## config.mk

```make
export PLATFORM = sky130hd
export DESIGN_NAME = seqa_ctrl
export DESIGN_NICKNAME = d
export VERILOG_FILES = /design/src/rtl/seqa_pkg.sv /design/src/rtl/seqa_ctrl.sv
export SDC_FILE = /design/constraint.sdc
export NUM_CORES = 1
export LEC_CHECK = 0
export BUFFER_PORTS_ARGS = -buffer_cell sky130_fd_sc_hd__buf_2
export CORE_AREA = 3 3 40 42
export DETAILED_ROUTE_END_ITERATION = 10
export DIE_AREA = 0 0 43 45
export GPL_ROUTABILITY_DRIVEN = 1
export SETUP_SLACK_MARGIN = 0.4
export SLEW_MARGIN = 40
export SYNTH_ARGS = -nofsm -noshare
export SYNTH_HDL_FRONTEND = slang
export SYNTH_SLANG_ARGS = --single-unit
```

## constraint.sdc

```tcl
create_clock -name clock -period 1.5 [get_ports clock]
set_input_delay 0.075 -clock clock [delete_from_list [all_inputs] [get_ports clock]]
set_output_delay 0.075 -clock clock [all_outputs]
set_load 0.05 [all_outputs]
```

## src/rtl/seqa_pkg.sv

```systemverilog
// ----------------------------------------------------------------------------
// seqa_pkg
// Shared types and constants of the spike event queue accumulator: queue
// sizing, field widths, command and status codes, state and control types.
// ----------------------------------------------------------------------------
`default_nettype none

package seqa_pkg;

   localparam int QUEUE_DEPTH = 64;
   localparam int IDX_W       = $clog2(QUEUE_DEPTH);
   localparam int CNT_W       = $clog2(QUEUE_DEPTH + 1);

   localparam int CMD_W    = 2;
   localparam int SYN_W    = 16;
   localparam int TIME_W   = 32;
   localparam int WEIGHT_W = 16;
   localparam int INV_W    = 17;
   localparam int ACT_W    = 48;
   localparam int STATUS_W = 2;
   localparam int ENTRY_W  = TIME_W + WEIGHT_W;

   // due-weight sum and its product with the reciprocal step
   localparam int SUM_W  = IDX_W + WEIGHT_W;
   localparam int PROD_W = SUM_W + INV_W + 1;

   localparam int CSR_IDX_W  = 1;
   localparam int CSR_DATA_W = INV_W;

   localparam logic [CMD_W-1:0] CMD_ADD   = 2'd0;
   localparam logic [CMD_W-1:0] CMD_TICK  = 2'd1;
   localparam logic [CMD_W-1:0] CMD_CLEAR = 2'd2;

   localparam logic [STATUS_W-1:0] ST_OK     = 2'd0;
   localparam logic [STATUS_W-1:0] ST_FULL   = 2'd1;
   localparam logic [STATUS_W-1:0] ST_BADIDX = 2'd2;

   localparam logic [CSR_IDX_W-1:0] REG_NUM_SYNAPSES = 1'b0;
   localparam logic [CSR_IDX_W-1:0] REG_INV_STEP     = 1'b1;

   localparam logic [INV_W-1:0] INV_STEP_RESET = 17'd1000;

   typedef enum logic [2:0] {
      S_IDLE,
      S_DRAIN,
      S_MUL,
      S_DONE
   } state_type;

   typedef struct packed {
      logic accept;
      logic drain_en;
      logic mul_en;
      logic load_out;
   } ctrl_cmd_type;

   typedef struct packed {
      logic is_tick;
      logic drain_done;
      logic out_free;
   } dp_stat_type;

endpackage

`default_nettype wire

```

## src/rtl/seqa_ctrl.sv

```systemverilog
// ----------------------------------------------------------------------------
// seqa_ctrl
// Sequencer: accepts a request, runs the drain loop for a tick, then the
// multiply, and hands the result to the output register.
// ----------------------------------------------------------------------------
`default_nettype none

module seqa_ctrl
   import seqa_pkg::*;
(
   input  wire          clock,
   input  wire          reset,
   input  wire          req_valid,
   output logic         req_ready,
   input  dp_stat_type  stat,
   output ctrl_cmd_type cmd
);

   state_type state_ff, state_in;

   always_ff @(posedge clock) begin
      if (reset) begin
         state_ff <= S_IDLE;
      end else begin
         state_ff <= state_in;
      end
   end

   always_comb begin
      state_in = state_ff;
      case (state_ff)
         S_IDLE: begin
            if (req_valid) begin
               state_in = stat.is_tick ? S_DRAIN : S_DONE;
            end
         end
         S_DRAIN: begin
            if (stat.drain_done) begin
               state_in = S_MUL;
            end
         end
         S_MUL: begin
            state_in = S_DONE;
         end
         S_DONE: begin
            if (stat.out_free) begin
               state_in = S_IDLE;
            end
         end
         default: begin
            state_in = S_IDLE;
         end
      endcase
   end

   always_comb begin
      req_ready    = 1'b0;
      cmd          = '0;
      case (state_ff)
         S_IDLE: begin
            req_ready  = 1'b1;
            cmd.accept = req_valid;
         end
         S_DRAIN: begin
            cmd.drain_en = 1'b1;
         end
         S_MUL: begin
            cmd.mul_en = 1'b1;
         end
         S_DONE: begin
            cmd.load_out = stat.out_free;
         end
         default: begin
            req_ready = 1'b0;
         end
      endcase
   end

endmodule

`default_nettype wire

```

; Word level (Yosys, flattened, before mapping)
; Index checks and enable logic that the tools add are counted.
[totals]
ram_bits = 0
elab_cells = 19
romBits = 0
latchBits = 0
memories = 0
regBits = 3
input_bits = 6
[op_classes]
multipliers = 0
muxes = 10
div_mod_pow = 0
n_addsub = 0
shift = 0
n_eq_ne = 6
n_bitwise = 0
order_cmp = 0
n_reduce_logical = 2
[ops]
columns = cell, count
row1 = $pmux W3 S4, 1
row2 = $mux W3, 3
row3 = $eq A3 B2 Y1 const B, 2
row4 = $ne A2 B2 Y1 const B, 3
row5 = $mux W1, 5
row6 = $eq A3 B1 Y1 const B, 1
row7 = $logic_not A3 Y1, 1
row8 = $reduce_and A3 Y1, 1
row9 = $mux W2, 1

; Depth between registers and ports, before layout
[depth]
word_depth = 3
ltp_mapped = 5
ltp_nobuf = 5

; Least setup slack after synthesis
; No wires, ideal clock.
[synth_path]
kind = reg2out
from = register state_ff[0]
to = output port cmd[3] (netlist name)
slack_ps = -20
arrival_ps = 1445
path_stages_with_launch = 4
required_time_ps = 1425
n_path_buf = 0
cell_sequence = dfxtp_1 inv_1 ha_1 and2_1
[synth_lines]
columns = element, line_no
row1 = from (decl), seqa_ctrl.sv:19  ; state_type state_ff, state_in;
row2 = from (signal assigned), seqa_ctrl.sv:25  ; state_ff <= state_in;
row3 = to (decl), seqa_ctrl.sv:16  ; output ctrl_cmd_type cmd

==> results.yml <==
power:
  netSwitchingFraction: 0.474
  pwr-share-comb: 0.697
  pwr-share-clk: 0.137
  p_int_w: 0.000439
  leakage_nw: 0.193
  ir_drop_mv: 1.07
  p_seq_frac: 0.166
  power_w: 0.000836
  switching_power_w: 0.000397
  power.density_nw_per_um2: 1940
detailed_routing:
  vias: 200
  wl_um: 480
  drc: 0
  vias_per_cell: 3.85
  drt_first_pass_iters: 2
  ant_nets: 0
  dr.first_iter.drc_count: 2
  wire_per_inst_um: 9.23
critical_path:
  cp.required_ns: 1.42
  r2r_slack_ns: 0.39
  critPathArrivalTime_ns: 1.11
  r2r_cells: 5
  r2r_start: "state_ff[0]"
  crit_path_top_delay_cell: "dfxtp_4"
  cp_num_buf_inv: 2
  max_stage_delay_ns: 0.39
  worstSetupEndpointType: "primary output"
  cp_cell_sequence: "inv_6 -> ha_4 -> and2_4 -> buf_8"
  reg2reg_to: "state_ff[0]"
  path_max_fanout: 5
  critPathKind: "flip-flop to primary output"
  crit_path_start_kind: "flip-flop"
  crit_family: "flip-flops"
clock_tree:
  cts-root-buf: "clkbuf_4"
  clk_latency_ns: 0.22
  clock-sinks: 2
  cts_htree_levels: 1
  numCtsBuffers: 3
  cts_tree: "done"
  clk_path_buf_depth: 2
  cts.reportedPaths.clkPinSlew_ns: 0.03
sta:
  final_max_slew_viol_count: 0
  tns_ns: 0
  report.final.hold_viol_count: 0
  slew-limit-headroom: 0.922
  fin_ws_ns: 0.319
  period_share: 0.787
  final.setup_skew_ns: 0.00380
  period_needed_ns: 1.18
  worst_slew_pin_slew_ns: 0.113
  timing.fmax_mhz: 847
  rsz0062_at_grt: "yes"
  setup-violations-final: 0
finish:
  largest_register: "state_ff"
  diodes: 0
  largest_reg_flops: 2
  area.growth.synth_to_final_pct: 98.3
  fin_util: 0.336
  fin_nets: 50
  stdcell_count: 52
  largest_registers: "state_ff: 2 flops"
  layout-drive-gt1-share: 0.757
  layout_commonest_cell: "buf_2"
  final_cell_mix: "5 x buf_2, 4 x ha_4, 3 x clkbuf_4, 3 x buf_4"
placement:
  place_hpwl_um: 391
  dpl_worst_slack_ns: 0.403
  gp_congestion: 0.647
  portBuffers: 10
  place_inst: 47
global_routing:
  grt_pass1_vias: 222
  grt_pass1_wl_um: 876
  antenna_found_initial: 0
  grt.overflow.total: 0
  grt_max_degree: 6
  grt_util_all_layers: 0.0607
worst_hold_path:
  hold_depth: 2
  hold_class: "input pin to flip-flop"
  min-delay-start: "reset"
  min_to: "state_ff[0]"
die:
  die_area_sq_um: 1940
  fp.dieH_um: 45
  core-area_sq_um: 1280
  ios: 11
  fp.dieW_um: 43
  core.rowCount: 13
  start_util: 0.169
flow_run:
  max_cap_violations: 0
logic_synthesis:
  syn_inst: 22
  ys_seq_area_frac: 0.184
  synth_nets: 33
  ys_types: 13
  netlist_area_sq_um: 218
  synth_seq_cells: 2
  yosys_warnings: 0
  post_synth.cell_area_avg_sq_um: 9.90
status:
  status: "finished clean"
## layout make-up
| class | instances | area, sq um |
|---|---|---|
| Multi-Input combinational cell | 18 | 228 |
| Sequential cell | 2 | 47.5 |
| Inverter | 2 | 15.0 |
| Clock buffer | 3 | 22.5 |
| Fill cell | 137 | 853 |
| Timing Repair Buffer | 12 | 100 |
| Tap cell | 15 | 18.8 |
## power by group through the flow
stage / clock [W] / sequential, W / combinational (W)
2_1_floorplan: 0 / 0.000126 / 0.000432
3_3_place_gp: 0 / 0.000132 / 0.000466
3_5_place_dp: 0 / 0.000133 / 0.000467
4_1_cts: 0.000120 / 0.000126 / 0.000588
5_1_grt: 0.000125 / 0.000143 / 0.000632
6_report: 0.000115 / 0.000138 / 0.000583
## cell usage after synthesis
library cell	instances	area [sq um]
dfxtp_1	2	40.0
nand2b_4	2	27.5
o21ai_1	1	5.00
nand3_1	1	5.00
a211oi_2	1	12.5
and2_1	2	12.5
inv_1	2	7.51
mux2i_1	1	10.0
nand2b_1	2	12.5
nor2_1	1	3.75
ha_1	5	62.6
and4bb_1	1	12.5
nor2b_1	1	6.26
## cell families after synthesis
logic type | synth area share
and+or+nand+nor | 0.368
adders and majority gates | 0.287
AOI/OAI and AO/OA | 0.0804
buffers and inverters | 0.0345
DFF | 0.184
muxes | 0.0460
## per-stage QoR
stage | instance area (sq um) | hold slack [ns]
6_report | 432 | 0.0479
5_1_grt | 432 | 0.0609
4_1_cts | 419 | 0.0461
2_1_floorplan | 274 | 0.139
3_3_place_gp | 343 | 0.273
3_5_place_dp | 343 | 0.276
## timing repair
action                                  in CTS  in global routing
gates resized for setup                     13                  2
endpoints found under the setup margin       6                  5
pin swaps                                    2                  1
hold buffers                                 0                  0
buffers inserted                             2                  0
## metal layers
| metal | global-route usage | wire length (um) | vias up |
|---|---|---|---|
| met4 | 0 | 0 | 0 |
| li1 | - | - | 104 |
| met2 | 0.0988 | 197 | 10 |
| met1 | 0.0745 | 238 | 86 |
| met3 | 0.0359 | 44 | 0 |
| met5 | 0 | 0 | - |
## worst max-delay path by stage
stage	startpoint	endpoint	slack (ns)	cells after the start
finish	state_ff[0]	cmd[3]	0.32	4
global route	state_ff[0]	cmd[3]	0.28	4
CTS	state_ff[1]	cmd[0]	0.32	3
detailed placement	state_ff[0]	state_ff[0]	0.40	5
global placement	state_ff[1]	state_ff[0]	0.42	4
floorplan	state_ff[1]	state_ff[0]	0.39	5
Note: power is estimated with default switching activity, not from simulation.
